File: src/rtl/keypad_code_lock_controller_assert.svh
// ----------------------------------------------------------------------------
// keypad code lock assertion macros
// shared concurrent assertion forms, clocked on clk_i and off during reset
// ----------------------------------------------------------------------------
`ifndef KEYPAD_CODE_LOCK_CONTROLLER_ASSERT_SVH
`define KEYPAD_CODE_LOCK_CONTROLLER_ASSERT_SVH

// property holds at every edge
`define KCL_ASSERT(lbl, prop, msg) \
  lbl: assert property (@(posedge clk_i) disable iff (!rst_ni) (prop)) else $error(msg);

// consequent follows the antecedent through a non-overlapping implication
`define KCL_ASSERT_NEXT(lbl, ante, cons, msg) \
  lbl: assert property (@(posedge clk_i) disable iff (!rst_ni) (ante) |=> (cons)) \
    else $error(msg);

`endif

File: src/rtl/kcl_pkg.sv
// ----------------------------------------------------------------------------
// kcl_pkg
// types and constants shared by the keypad code lock controller
// ----------------------------------------------------------------------------
`timescale 1ns / 1ps

package kcl_pkg;

  // screens
  localparam logic [3:0] SCR_ENTER    = 4'd0;
  localparam logic [3:0] SCR_OLD      = 4'd1;
  localparam logic [3:0] SCR_CONFIRM  = 4'd2;
  localparam logic [3:0] SCR_NEW      = 4'd3;
  localparam logic [3:0] SCR_CHANGED  = 4'd4;
  localparam logic [3:0] SCR_MISMATCH = 4'd5;
  localparam logic [3:0] SCR_WRONG    = 4'd6;
  localparam logic [3:0] SCR_GRANTED  = 4'd7;
  localparam logic [3:0] SCR_CLOCK    = 4'd8;

  // change mode stages
  localparam logic [1:0] STG_OLD     = 2'd0;
  localparam logic [1:0] STG_NEW     = 2'd1;
  localparam logic [1:0] STG_CONFIRM = 2'd2;

  // register indexes
  localparam logic [2:0] REG_CONFIRM_KEY   = 3'd0;
  localparam logic [2:0] REG_CLEAR_KEY     = 3'd1;
  localparam logic [2:0] REG_CHANGE_KEY    = 3'd2;
  localparam logic [2:0] REG_BACKLIGHT_KEY = 3'd3;
  localparam logic [2:0] REG_REBOOT_KEY    = 3'd4;
  localparam logic [2:0] REG_IDLE_LIMIT    = 3'd5;
  localparam logic [2:0] REG_MESSAGE_LIMIT = 3'd6;
  localparam logic [2:0] REG_INITIAL_CODE  = 3'd7;

  // register reset values
  localparam logic [7:0]  RST_CONFIRM_KEY   = 8'd35;
  localparam logic [7:0]  RST_CLEAR_KEY     = 8'd42;
  localparam logic [7:0]  RST_CHANGE_KEY    = 8'd65;
  localparam logic [7:0]  RST_BACKLIGHT_KEY = 8'd66;
  localparam logic [7:0]  RST_REBOOT_KEY    = 8'd68;
  localparam logic [15:0] RST_IDLE_LIMIT    = 16'd5000;
  localparam logic [15:0] RST_MESSAGE_LIMIT = 16'd2000;
  localparam logic [63:0] RST_INITIAL_CODE  = 64'd0;

  // literal 'C' also counts as a clear key
  localparam logic [7:0] CLEAR_ALT_KEY = 8'd67;

  localparam logic [15:0] CNT_MAX = 16'hFFFF;

  // request queue
  localparam int unsigned Q_DEPTH = 2;
  localparam int unsigned Q_PTR_W = 1;
  localparam int unsigned Q_CNT_W = 2;

  // classified request
  typedef struct packed {
    logic       is_tick;
    logic       is_reboot;
    logic       is_backlight;
    logic       is_change;
    logic       is_confirm;
    logic       is_clear;
    logic [7:0] key;
  } req_t;

  // limits seen by the back end
  typedef struct packed {
    logic [15:0] idle_limit;
    logic [15:0] message_limit;
  } limits_t;

  // stored code load from the register port
  typedef struct packed {
    logic        load;
    logic [63:0] value;
  } code_load_t;

  // result, first field in the highest bits
  typedef struct packed {
    logic [63:0] new_code;
    logic        save_code;
    logic        reboot_request;
    logic        backlight_on;
    logic        bad_tone;
    logic        good_tone;
    logic        unlock_pulse;
    logic [3:0]  digits_entered;
    logic [3:0]  screen;
  } result_t;

  localparam int unsigned RESULT_W = $bits(result_t);
  localparam int unsigned OUT_W    = ((RESULT_W + 7) / 8) * 8;

endpackage

File: src/rtl/keypad_code_lock_controller.sv
// ----------------------------------------------------------------------------
// keypad_code_lock_controller
// keypad code lock: key presses and ticks in, one status result per request.
// a request is queued, then executed into the registered result.
// throughput: one request per cycle unless the result output is stalled.
// a two-entry request queue and the result register decouple both sides.
// reset: asynchronous active low, key registers and limits to defaults,
// stored code zero, backlight on, screen 0; no clearing pass.
// ----------------------------------------------------------------------------
`timescale 1ns / 1ps

module keypad_code_lock_controller import kcl_pkg::*; #(
  parameter int unsigned CODE_DIGITS = 4
) (
  input  logic             clk_i,
  input  logic             rst_ni,
  input  logic             s_axis_tvalid_i,
  output logic             s_axis_tready_o,
  input  logic [7:0]       s_axis_tdata_i,   // key_code
  input  logic             s_axis_tuser_i,   // req_type
  output logic             m_axis_tvalid_o,
  input  logic             m_axis_tready_i,
  // screen, digits_entered, unlock_pulse, good_tone, bad_tone, backlight_on,
  // reboot_request, save_code, new_code, zero fill
  output logic [OUT_W-1:0] m_axis_tdata_o,
  input  logic             cfg_valid_i,
  output logic             cfg_ready_o,
  input  logic [2:0]       cfg_index_i,
  input  logic [63:0]      cfg_data_i
);

  req_t       push_req;
  req_t       pop_req;
  logic       push;
  logic       pop;
  logic       q_full;
  logic       q_empty;
  limits_t    limits;
  code_load_t code_load;
  result_t    result;

  kcl_front u_front (
    .clk_i           (clk_i),
    .rst_ni          (rst_ni),
    .s_axis_tvalid_i (s_axis_tvalid_i),
    .s_axis_tready_o (s_axis_tready_o),
    .s_axis_tdata_i  (s_axis_tdata_i),
    .s_axis_tuser_i  (s_axis_tuser_i),
    .cfg_valid_i     (cfg_valid_i),
    .cfg_ready_o     (cfg_ready_o),
    .cfg_index_i     (cfg_index_i),
    .cfg_data_i      (cfg_data_i),
    .q_full_i        (q_full),
    .push_o          (push),
    .req_o           (push_req),
    .limits_o        (limits),
    .code_load_o     (code_load)
  );

  kcl_fifo u_fifo (
    .clk_i   (clk_i),
    .rst_ni  (rst_ni),
    .push_i  (push),
    .wdata_i (push_req),
    .pop_i   (pop),
    .rdata_o (pop_req),
    .full_o  (q_full),
    .empty_o (q_empty)
  );

  kcl_back #(
    .CODE_DIGITS (CODE_DIGITS)
  ) u_back (
    .clk_i       (clk_i),
    .rst_ni      (rst_ni),
    .q_empty_i   (q_empty),
    .req_i       (pop_req),
    .pop_o       (pop),
    .limits_i    (limits),
    .code_load_i (code_load),
    .out_valid_o (m_axis_tvalid_o),
    .out_ready_i (m_axis_tready_i),
    .out_o       (result)
  );

  assign m_axis_tdata_o = {{(OUT_W - RESULT_W){1'b0}}, result};

endmodule

File: src/rtl/kcl_front.sv
// ----------------------------------------------------------------------------
// kcl_front
// register port and request intake; classifies each key against the key
// registers and pushes the request into the queue
// ----------------------------------------------------------------------------
`timescale 1ns / 1ps

module kcl_front import kcl_pkg::*; (
  input  logic        clk_i,
  input  logic        rst_ni,
  input  logic        s_axis_tvalid_i,
  output logic        s_axis_tready_o,
  input  logic [7:0]  s_axis_tdata_i,
  input  logic        s_axis_tuser_i,
  input  logic        cfg_valid_i,
  output logic        cfg_ready_o,
  input  logic [2:0]  cfg_index_i,
  input  logic [63:0] cfg_data_i,
  input  logic        q_full_i,
  output logic        push_o,
  output req_t        req_o,
  output limits_t     limits_o,
  output code_load_t  code_load_o
);

  logic [7:0]  confirm_key_q, confirm_key_d;
  logic [7:0]  clear_key_q, clear_key_d;
  logic [7:0]  change_key_q, change_key_d;
  logic [7:0]  backlight_key_q, backlight_key_d;
  logic [7:0]  reboot_key_q, reboot_key_d;
  logic [15:0] idle_limit_q, idle_limit_d;
  logic [15:0] message_limit_q, message_limit_d;
  logic        cfg_we;

  assign cfg_ready_o = 1'b1;
  assign cfg_we      = cfg_valid_i & cfg_ready_o;

  always_comb begin
    confirm_key_d   = confirm_key_q;
    clear_key_d     = clear_key_q;
    change_key_d    = change_key_q;
    backlight_key_d = backlight_key_q;
    reboot_key_d    = reboot_key_q;
    idle_limit_d    = idle_limit_q;
    message_limit_d = message_limit_q;
    if (cfg_we) begin
      case (cfg_index_i)
        REG_CONFIRM_KEY:   confirm_key_d   = cfg_data_i[7:0];
        REG_CLEAR_KEY:     clear_key_d     = cfg_data_i[7:0];
        REG_CHANGE_KEY:    change_key_d    = cfg_data_i[7:0];
        REG_BACKLIGHT_KEY: backlight_key_d = cfg_data_i[7:0];
        REG_REBOOT_KEY:    reboot_key_d    = cfg_data_i[7:0];
        REG_IDLE_LIMIT:    idle_limit_d    = cfg_data_i[15:0];
        REG_MESSAGE_LIMIT: message_limit_d = cfg_data_i[15:0];
        default: ;
      endcase
    end
  end

  always_ff @(posedge clk_i or negedge rst_ni) begin
    if (!rst_ni) begin
      confirm_key_q   <= RST_CONFIRM_KEY;
      clear_key_q     <= RST_CLEAR_KEY;
      change_key_q    <= RST_CHANGE_KEY;
      backlight_key_q <= RST_BACKLIGHT_KEY;
      reboot_key_q    <= RST_REBOOT_KEY;
      idle_limit_q    <= RST_IDLE_LIMIT;
      message_limit_q <= RST_MESSAGE_LIMIT;
    end else begin
      confirm_key_q   <= confirm_key_d;
      clear_key_q     <= clear_key_d;
      change_key_q    <= change_key_d;
      backlight_key_q <= backlight_key_d;
      reboot_key_q    <= reboot_key_d;
      idle_limit_q    <= idle_limit_d;
      message_limit_q <= message_limit_d;
    end
  end

  assign code_load_o.load  = cfg_we && (cfg_index_i == REG_INITIAL_CODE);
  assign code_load_o.value = cfg_data_i;

  assign limits_o.idle_limit    = idle_limit_q;
  assign limits_o.message_limit = message_limit_q;

  assign s_axis_tready_o = ~q_full_i;
  assign push_o          = s_axis_tvalid_i & s_axis_tready_o;

  assign req_o.is_tick      = s_axis_tuser_i;
  assign req_o.is_reboot    = s_axis_tdata_i == reboot_key_q;
  assign req_o.is_backlight = s_axis_tdata_i == backlight_key_q;
  assign req_o.is_change    = s_axis_tdata_i == change_key_q;
  assign req_o.is_confirm   = s_axis_tdata_i == confirm_key_q;
  assign req_o.is_clear     = (s_axis_tdata_i == clear_key_q) ||
                              (s_axis_tdata_i == CLEAR_ALT_KEY);
  assign req_o.key          = s_axis_tdata_i;

endmodule

File: src/rtl/kcl_fifo.sv
// ----------------------------------------------------------------------------
// kcl_fifo
// short request queue between intake and execution
// ----------------------------------------------------------------------------
`timescale 1ns / 1ps

module kcl_fifo import kcl_pkg::*; (
  input  logic clk_i,
  input  logic rst_ni,
  input  logic push_i,
  input  req_t wdata_i,
  input  logic pop_i,
  output req_t rdata_o,
  output logic full_o,
  output logic empty_o
);

  req_t               mem_q [Q_DEPTH];
  logic [Q_PTR_W-1:0] wr_ptr_q, wr_ptr_d;
  logic [Q_PTR_W-1:0] rd_ptr_q, rd_ptr_d;
  logic [Q_CNT_W-1:0] count_q, count_d;

  assign full_o  = count_q == Q_CNT_W'(Q_DEPTH);
  assign empty_o = count_q == '0;
  assign rdata_o = mem_q[rd_ptr_q];

  always_comb begin
    wr_ptr_d = push_i ? wr_ptr_q + 1'b1 : wr_ptr_q;
    rd_ptr_d = pop_i  ? rd_ptr_q + 1'b1 : rd_ptr_q;
    count_d  = count_q;
    if (push_i && !pop_i) begin
      count_d = count_q + 1'b1;
    end else if (pop_i && !push_i) begin
      count_d = count_q - 1'b1;
    end
  end

  always_ff @(posedge clk_i) begin
    if (push_i) begin
      mem_q[wr_ptr_q] <= wdata_i;
    end
  end

  always_ff @(posedge clk_i or negedge rst_ni) begin
    if (!rst_ni) begin
      wr_ptr_q <= '0;
      rd_ptr_q <= '0;
      count_q  <= '0;
    end else begin
      wr_ptr_q <= wr_ptr_d;
      rd_ptr_q <= rd_ptr_d;
      count_q  <= count_d;
    end
  end

endmodule

File: src/rtl/kcl_back.sv
// ----------------------------------------------------------------------------
// kcl_back
// lock state machine: timers, entry buffer, code compare and change flow; while the
// result output is not stalled, one request per cycle into a registered result
// ----------------------------------------------------------------------------
`timescale 1ns / 1ps

`include "keypad_code_lock_controller_assert.svh"

module kcl_back import kcl_pkg::*; #(
  parameter int unsigned CODE_DIGITS = 4
) (
  input  logic       clk_i,
  input  logic       rst_ni,
  input  logic       q_empty_i,
  input  req_t       req_i,
  output logic       pop_o,
  input  limits_t    limits_i,
  input  code_load_t code_load_i,
  output logic       out_valid_o,
  input  logic       out_ready_i,
  output result_t    out_o
);

  logic [3:0]  screen_q, screen_d;
  logic        msg_q, msg_d;
  logic        change_q, change_d;
  logic [1:0]  stage_q, stage_d;
  logic [63:0] entry_q, entry_d;
  logic [3:0]  count_q, count_d;
  logic [63:0] pend_q, pend_d;
  logic [63:0] stored_q, stored_d;
  logic [15:0] idle_q, idle_d;
  logic [15:0] mcnt_q, mcnt_d;
  logic        bl_q, bl_d;
  logic        clk_show_q, clk_show_d;
  logic        out_valid_q, out_valid_d;
  result_t     out_q, res;
  logic        is_key;
  logic        full;

  assign pop_o       = ~q_empty_i & (~out_valid_q | out_ready_i);
  assign out_valid_o = out_valid_q;
  assign out_o       = out_q;
  assign out_valid_d = pop_o | (out_valid_q & ~out_ready_i);
  assign is_key      = ~req_i.is_tick;

  always_comb begin
    screen_d   = screen_q;
    msg_d      = msg_q;
    change_d   = change_q;
    stage_d    = stage_q;
    entry_d    = entry_q;
    count_d    = count_q;
    pend_d     = pend_q;
    stored_d   = stored_q;
    idle_d     = idle_q;
    mcnt_d     = mcnt_q;
    bl_d       = bl_q;
    clk_show_d = clk_show_q;
    res        = '0;
    full       = 1'b0;

    // timers
    if (req_i.is_tick) begin
      if (idle_d != CNT_MAX) idle_d = idle_d + 16'd1;
      if (msg_d && mcnt_d != CNT_MAX) mcnt_d = mcnt_d + 16'd1;
    end
    if (msg_d && mcnt_d >= limits_i.message_limit) begin
      msg_d    = 1'b0;
      screen_d = SCR_ENTER;
      change_d = 1'b0;
      stage_d  = STG_OLD;
    end

    if (is_key && req_i.is_reboot) begin
      res.reboot_request = 1'b1;
    end else if (is_key && req_i.is_backlight) begin
      entry_d  = '0;
      count_d  = '0;
      msg_d    = 1'b0;
      screen_d = SCR_ENTER;
      bl_d     = ~bl_d;
    end else begin
      // wake handling
      if (is_key) begin
        idle_d = '0;
        if (clk_show_d || (msg_d && screen_d >= SCR_CHANGED && screen_d <= SCR_GRANTED)) begin
          clk_show_d = 1'b0;
          entry_d    = '0;
          count_d    = '0;
          msg_d      = 1'b0;
          screen_d   = SCR_ENTER;
        end
      end
      full = count_d == 4'(CODE_DIGITS);
      if (idle_d >= limits_i.idle_limit) begin
        if (!clk_show_d) begin
          msg_d      = 1'b0;
          screen_d   = SCR_CLOCK;
          clk_show_d = 1'b1;
        end
      end else if (is_key) begin
        if (req_i.is_change) begin
          change_d = 1'b1;
          stage_d  = STG_OLD;
          msg_d    = 1'b0;
          screen_d = SCR_OLD;
          entry_d  = '0;
          count_d  = '0;
        end else if (change_d && req_i.is_confirm) begin
          if (full && stage_d == STG_OLD && entry_d == stored_d) begin
            screen_d = SCR_NEW;
            stage_d  = STG_NEW;
          end else if (full && stage_d == STG_NEW) begin
            pend_d   = entry_d;
            screen_d = SCR_CONFIRM;
            stage_d  = STG_CONFIRM;
          end else begin
            if (full && stage_d == STG_CONFIRM && entry_d == pend_d) begin
              stored_d      = entry_d;
              res.save_code = 1'b1;
              res.new_code  = entry_d;
              screen_d      = SCR_CHANGED;
            end else if (full && stage_d == STG_CONFIRM) begin
              screen_d = SCR_MISMATCH;
            end else begin
              screen_d = SCR_WRONG;
            end
            mcnt_d   = '0;
            msg_d    = 1'b1;
            change_d = 1'b0;
            stage_d  = STG_OLD;
          end
          entry_d = '0;
          count_d = '0;
        end else if (req_i.is_confirm) begin
          if (entry_d == stored_d) begin
            res.unlock_pulse = 1'b1;
            res.good_tone    = 1'b1;
            screen_d         = SCR_GRANTED;
          end else begin
            res.bad_tone = 1'b1;
            screen_d     = SCR_WRONG;
          end
          entry_d = '0;
          count_d = '0;
          mcnt_d  = '0;
          msg_d   = 1'b1;
        end else if (req_i.is_clear) begin
          change_d = 1'b0;
          stage_d  = STG_OLD;
          entry_d  = '0;
          count_d  = '0;
          msg_d    = 1'b0;
          screen_d = SCR_ENTER;
        end else if (change_d || !msg_d) begin
          if (!change_d) screen_d = SCR_ENTER;
          if (!full) begin
            for (int i = 0; i < 8; i++) begin
              if (count_d[2:0] == 3'(i)) entry_d[8*i +: 8] = req_i.key;
            end
            count_d = count_d + 4'd1;
          end
        end
      end
    end

    res.screen         = screen_d;
    res.digits_entered = count_d;
    res.backlight_on   = bl_d;
  end

  always_ff @(posedge clk_i or negedge rst_ni) begin
    if (!rst_ni) begin
      screen_q    <= SCR_ENTER;
      msg_q       <= 1'b0;
      change_q    <= 1'b0;
      stage_q     <= STG_OLD;
      entry_q     <= '0;
      count_q     <= '0;
      pend_q      <= '0;
      stored_q    <= RST_INITIAL_CODE;
      idle_q      <= '0;
      mcnt_q      <= '0;
      bl_q        <= 1'b1;
      clk_show_q  <= 1'b0;
      out_valid_q <= 1'b0;
    end else begin
      out_valid_q <= out_valid_d;
      if (pop_o) begin
        screen_q   <= screen_d;
        msg_q      <= msg_d;
        change_q   <= change_d;
        stage_q    <= stage_d;
        entry_q    <= entry_d;
        count_q    <= count_d;
        pend_q     <= pend_d;
        idle_q     <= idle_d;
        mcnt_q     <= mcnt_d;
        bl_q       <= bl_d;
        clk_show_q <= clk_show_d;
      end
      if (code_load_i.load) begin
        stored_q <= code_load_i.value;
      end else if (pop_o) begin
        stored_q <= stored_d;
      end
    end
  end

  always_ff @(posedge clk_i) begin
    if (pop_o) begin
      out_q <= res;
    end
  end

  `KCL_ASSERT(a_stage_needs_mode, (stage_q != STG_OLD) |-> change_q, "stage set outside change mode")
  `KCL_ASSERT(a_count_bound, count_q <= 4'(CODE_DIGITS), "entry count beyond code length")
  `KCL_ASSERT(a_msg_screen, msg_q |-> (screen_q >= SCR_CHANGED && screen_q <= SCR_GRANTED), "message flag on a non-message screen")
  `KCL_ASSERT_NEXT(a_pop_fills, pop_o, out_valid_q, "popped request gave no result")

endmodule
File: config.mk
export PLATFORM = sky130hd
export DESIGN_NAME = keypad_code_lock_controller
export DESIGN_NICKNAME = d
export VERILOG_FILES = /design/src/rtl/kcl_pkg.sv /design/src/rtl/keypad_code_lock_controller.sv /design/src/rtl/kcl_front.sv /design/src/rtl/kcl_fifo.sv /design/src/rtl/kcl_back.sv
export VERILOG_INCLUDE_DIRS = /design/src /design/src/rtl
export SDC_FILE = /design/constraint.sdc
export NUM_CORES = 1
export LEC_CHECK = 0
export BUFFER_PORTS_ARGS = -buffer_cell sky130_fd_sc_hd__buf_2
export CAP_MARGIN = 15
export CORE_MARGIN = 5
export CORE_UTILIZATION = 25
export CTS_CLUSTER_SIZE = 25
export DETAILED_ROUTE_END_ITERATION = 7
export PLACE_DENSITY = 0.37
export SLEW_MARGIN = 20
export SYNTH_ARGS = -nofsm -noshare
export SYNTH_HDL_FRONTEND = slang
export SYNTH_SLANG_ARGS = --single-unit
export TNS_END_PERCENT = 10
File: constraint.sdc
create_clock -name clk_i -period 15.2 [get_ports clk_i]
set_input_delay 2.28 -clock clk_i [delete_from_list [all_inputs] [get_ports clk_i]]
set_output_delay 2.28 -clock clk_i [all_outputs]
set_load 0.02 [all_outputs]
Yosys cells after proc, flatten, opt, wreduce, memory -nomap -nowiden. Memory sizes are Yosys's and may differ from the RTL's. Index checks and enable logic that the tools add are counted. W data, S select, Z words.

Bits in writable memories: 28. Bits in registers: 393. Word-level logic and storage cells: 277. Memories: 1. Output and inout bits: 83.

Muxes and demuxes: 136. $add $sub $neg: 7. Order comparisons: 4. Bitwise logic cells: 19. Reductions and logical operators: 43. Eq/ne operators: 35.

Memory list: u_fifo.mem_q (words 2, bits a word 14, rd ports 1, clocked after memory_dff 0, write ports 1, line kcl_fifo.sv:18) `req_t mem_q [Q_DEPTH];`.

Operators by type and width (count): $mux W64 (24); $mux W16 (18); $eq A64 B64 Y1 (2); $mux W4 (31); $mux W8 (8); $eq A8 B8 Y1 (5); $mux W1 (40); $add A16 B1 Y16 const B (2); $ge A16 B16 Y1 (2); $ne A16 B16 Y1 const B (2); $mux W2 (15); $eq A3 B3 Y1 const B (8); $reduce_and A2 Y1 (8); $logic_and A1 B1 Y1 (15); $not A1 Y1 (14); $eq A3 B2 Y1 const B (4); $ne A2 B2 Y1 const B (6); $reduce_and A10 Y1 (1); $reduce_and A9 Y1 (1); $reduce_or A9 Y1 (1); $eq A8 B7 Y1 const B (1); $reduce_bool A2 Y1 (4); $reduce_or A8 Y1 (1); $reduce_or A7 Y1 (1); 18 further kinds (30).

Longest topological paths before layout.
Depth after elaboration: 29. Mapped depth: 28.

By module. A second synthesis with hierarchy kept.

Cells, all modules: 2438. Area total of the unflattened synthesis: 23328.6 um^2.

Modules (own cells, without submodules): kcl_back (seq. area each 8294.2 um^2, cells each 2072, instances 1, area each 18193.7 um^2); kcl_front (seq. area each 1830.5 um^2, cells each 303, instances 1, area each 3866.2 um^2); kcl_fifo (seq. area each 940.9 um^2, cells each 60, instances 1, area each 1249.9 um^2); keypad_code_lock_controller (seq. area each 0.0 um^2, cells each 3, instances 1, area each 18.8 um^2).

Least setup slack after synthesis. Ideal clock, no wire load.

Path type: register to register. From: register u_back.mcnt_q[9]. To: register u_back.out_q, in the netlist u_back.out_o[28] (data pin). Buffers on the path: 5. Cell stages (with the launch flop): 26. Period minus slack after synthesis: 5846 ps. Arrival: 5580 ps. Path slack: 9354 ps. Path through: dfrtp_1 -> clkbuf_1 -> and3_1 -> nand4_1 -> nor3_1 -> nor3_1 -> nand4_1 -> nor2_1 -> nand4_1 -> xnor2_1 -> ha_1 -> nand4_1 -> nor3_1 -> a21boi_2 -> nor2_1 -> clkbuf_1 -> clkbuf_1 -> nand2_1 -> ha_1 -> nor2b_1 -> nand4_1 -> nor4_2 -> nand4_1 -> clkbuf_1 -> buf_1 -> nor2_1.

Longest elaborated chain between the ends: 20. Elaborated cells on any way between the ends: 39. Those cells by class: add/sub (1); order compare (3); eq/ne (6); mux (14); bitwise (2); reduce/logical (13).

RTL lines: start: declaration (line kcl_back.sv:34) `logic [15:0] mcnt_q, mcnt_d;`; start signal: assignment (line kcl_back.sv:200) `mcnt_q <= mcnt_d;`; branches (longest 3 deep; another with $add A16 B1 Y16); $mux W16 * (line kcl_back.sv:65) `if (req_i.is_tick) begin`; $ge A16 B16 Y1 * (line kcl_back.sv:69) `if (msg_d && mcnt_d >= limits_i.message_limit) begin`; $logic_and A1 B1 Y1 * (line kcl_back.sv:69); branches (longest 14 deep; another with $ge A4 B3 Y1); end signal: assignment (line kcl_back.sv:214) `out_q <= res;`; end: declaration (line kcl_back.sv:38) `result_t out_q, res;`.

Every way passes the cells marked *. The select of a mux whose other input is x is not followed. A chain may end at the register's enable or synchronous reset.

Worst setup path after layout.
From: register u_fifo.rd_ptr_q. To: register u_back.pend_q[25].

Longest elaborated chain between the ends: 18. Elaborated cells on any way between the ends: 43. Those cells by class: order compare (4); eq/ne (3); mux (17); bitwise (6); reduce/logical (12); memory (1).

RTL lines: start: declaration (line kcl_fifo.sv:20) `logic [Q_PTR_W-1:0] rd_ptr_q, rd_ptr_d;`; start signal: assignment (line kcl_fifo.sv:51) `rd_ptr_q <= rd_ptr_d;`; $mem_v2 Z2 W14 *; branches (longest 17 deep; another with $ge A16 B16 Y1); end signal: assignment (line kcl_back.sv:198) `pend_q <= pend_d;`; end: declaration (line kcl_back.sv:31) `logic [63:0] pend_q, pend_d;`.

Marked as above.

==> metrics.md <==
| Metric | Value |
|---|---|
| GP Congestion | 0.9273 |
| Pwr dens | about 150 nW/um2 |
| Initial Utilization | about a quarter |
| Area of the core | 90,010 um2 |
| Seq cells post-synth | 420 |
| Global-route wire length before repair | 138,500 um |
| Setup violations, final | 0 |
| Clock Skews | approximately 40 ps |
| Share of layout cells above drive strength 1 | between 15 and 20% |
| Die width | 311.1 um |
| Placed instance area | 24,620 um2 |
| Worst path required time | 15,650 ps |
| Layout Utilization | 29.43% |
| Largest family of logic cells by synthesized area | simple AND/OR/NAND/NOR gates |
| Instance count of the mapped netlist | around 2,400 |
| Initial antenna violation count | 2 |
| Most frequent cells in the layout | nand2_1, dfrtp_1, nor2_1 |
| Final hold slack | slightly below 500 ps |
| Post-CTS Setup Inserts | 0 |
| Clk slew on worst S/H paths | ~60 ps |
| Buffers added on ports | 160 |
| PostCTS Resize Cnt | 0 |
| F_max | ~120 MHz |
| Mapped Avg Cell Area | 9.422 um2 |
| Post-Synth Simple-Gate Area | ~20% |
| Vias in the first global route | roughly 19,000 |
| Worst R2R Setup Slack | around 6600 ps |
| Max-slew violations | 0 |
| CTS tree | yes |
| Ys Warns | 0 |
| Worst-Skew Late Latency | around 620 ps |
| Hold Crit Class | reg2reg |
| # DRC | 0 |
| H-tree depth | 2 |
| Status | finished, final reports clean |
| Yosys cell types | 73 |
| Met2 usage | a little under a third |
| First DRT Iteration DRCs | roughly 1,500 |
| Final Cell Area | between 20,000 and 30,000 um2 |
| CP cell instances | mux2i_4 -> buf_4 -> nor3_1 -> nand4_1 -> nor2_1 -> nand4_1 -> xnor2_1 -> ha_1 -> nand4_1 -> o21bai_1 -> nor4_1 -> a21boi_2 -> buf_4 -> nor2_4 -> buf_4 -> nand2_1 -> ha_1 -> nor2b_1 -> nand4_1 -> nor4_2 -> nand3_4 -> buf_4 -> nand2_1 -> o21ai_0 |
| Crit. Startpoint | u_fifo.rd_ptr_q |
| Reg2reg path depth | 24 |
| Worst-path maximum fanout | 67 |
| Number of CTS-inserted buffers | 53 |
| GR peak layer | met2 |
| Total GRT Usage | 19.16% |
| Drt wl/cell | around 25 um |
| Startpoint types | register |
| Clk root buf | clkbuf_16 |
| Clock Tree Buf Depth | 3 |
| Critical R2R Capture | u_back.pend_q[25] |
| XOR/XNOR Fraction of Synth Area | between 4 and 5% |
| Post-route setup TNS | 0 ps |
| Peak VDD IR | approximately 80 uV |
| Crit-path slowest cell | dfrtp_1 |
| Compound-cell area share of the yosys netlist | around 16% |
| Power after layout | between 4 and 5 mW |
| Area grow syn2layout | 16.84% |
| Final ANT Viol Nets | 0 |
| Pre-antenna DRT Iters | 6 |
| Fin nets | roughly 2,600 |
| Final hold vios | 0 |
| CP endpoint kind | register |
| Max cap viols | 0 |
| Async SR Flop Fraction | 75.00% |
| Most common cell after layout, fill and taps aside | nand2_1 |
| Worst Setup EP | u_back.pend_q[25] |
| Placement Rows | 110 |
| Data arrival time of the worst path | 9040 ps |
| Hpwl dp | roughly 72,000 um |
| Biggest cell delay along the critical path | roughly 720 ps |
| Worst-margin pin slew | 1095 ps |
| EDFF count, synth | between 100 and 150 |
| Via density per instance | 5.083 |
| Die Height | 311.1 um |
| DRT Wirelength | roughly 95,000 um |
| Area of the multi-input gates | about 11,000 um2 |
| RSZ-0062 raised after global routing | false |
| Cts hold-fix bufs | 0 |
| Grt met1 use | 25.93% |
| Reg2Reg Launch Point | u_fifo.rd_ptr_q |
| Synthesized cell area | 22,670 um2 |
| Routed via count | approximately 19,000 |
| Top_reg_cell synth | dfrtp_1 |
| Cell leakage power | just over 10 nW |
| Sequential area share after synthesis | 48.81% |
| Die Footprint | 96,810 um2 |
| Final period utilization | a little under three fifths |
| Max-Slew Margin vs Limit | between 20% and 30% |
| Overflow after GRT | 0 |
| Clock net sink count | 420 |
| Largest net degree at the start of global routing | between 90 and 100 |
| Critical path class | reg2reg |
| Number of fill cells | 9,494 |
| I/O pins | roughly 160 |
| Post-synthesis adder-cell area fraction | 2.263% |
| Met3 Use GR | roughly 2.9% |
| Post-synthesis mux area share | ~4.5% |
| Post-route minimum period | around 8600 ps |
| Register area | between 10,000 and 15,000 um2 |
## worst min-delay path by stage
stage	start	end	slack [ps]	cells past startpoint
2_1_floorplan	u_fifo.wr_ptr_q	u_fifo.wr_ptr_q	460	1
3_3_place_gp	u_fifo.wr_ptr_q	u_fifo.wr_ptr_q	470	1
3_5_place_dp	u_fifo.wr_ptr_q	u_fifo.wr_ptr_q	480	1
4_1_cts	u_fifo.wr_ptr_q	u_fifo.wr_ptr_q	490	1
5_1_grt	u_front.idle_limit_q[13]	u_front.idle_limit_q[13]	520	1
6_report	u_fifo.wr_ptr_q	u_fifo.wr_ptr_q	500	1
## worst max-delay path: cells and delay by family, from the launching register on
kind	cells	cell delay, ps
AO/OA/AOI/OAI	3	400
multiplexers	1	350
AND/OR/NAND/NOR	13	4560
buffers and inverters	4	1520
adder cells (fa/ha/maj)	2	550
flip-flops	1	720
XOR/XNOR	1	220
## per-stage QoR
| step | setup WS, ps | instances |
|---|---|---|
| global placement | 6843 | 3638 |
| floorplan | 9354 | 2407 |
| finish | 6616 | 3741 |
| CTS | 6537 | 3738 |
| global route | 5651 | 3740 |
| detailed placement | 6596 | 3638 |
## synthesized netlist by cell type, types with 41 or more instances
library cell  instances  share of area, %
a21oi_1              63               1.4
a31oi_1              78               2.2
clkbuf_1            102               1.7
dfrtp_1             291                32
edfxtp_1            105                14
ha_1                 41               2.3
inv_1               100               1.7
mux2_2               85               4.2
nand2_1             341               5.6
nand3_1              57               1.3
nand4_1              50               1.4
nor2_1              219               3.6
nor2b_1              51               1.4
o21ai_0             196               4.3
or2_0                64               1.8
xnor2_1              98               3.8
## layout make-up
cell class                      instances  area share [%]
Sequential cell                       420           41.77
Clock buffer                           73           5.753
Tap cell                             1176           5.555
Timing Repair Buffer                  187           3.831
Multi-Input combinational cell       1757           40.46
Antenna cell                            1        0.009447
Clock inverter                         27           1.195
Inverter                              100           1.426
## logic make-up (layout without fill, tap and decap cells)
group,after synthesis,in the layout
adder cells (fa/ha/maj),41,41
XOR/XNOR,128,128
AND/OR/NAND/NOR,933,933
AO/OA/AOI/OAI,562,562
multiplexers,90,90
other,2,4
flip-flops,420,420
buffers and inverters,230,387
## routing by layer
| metal | vias up | share of wire, % | wire length, um |
|---|---|---|---|
| met5 | - | 0 | 0 |
| met1 | 9478 | 45 | 42850 |
| li1 | 8773 | - | - |
| met4 | 0 | 3.9 | 3682 |
| met2 | 620 | 46 | 43840 |
| met3 | 143 | 5.0 | 4767 |
## where the power goes
part | switching (mW) | internal, mW | total (mW)
logic | 0.725 | 0.362 | 1.09
clock network | 0.540 | 0.790 | 1.33
registers | 0.230 | 1.40 | 1.63
## state kept, by name, indices dropped and copies added (netlist names), 28 cells and up
register and cells:
u_back.out_o 77, u_back.entry_q 64, u_back.pend_q 64, u_back.stored_q 64, u_fifo.mem_q 28
Note: power is estimated with default switching activity, not from simulation.
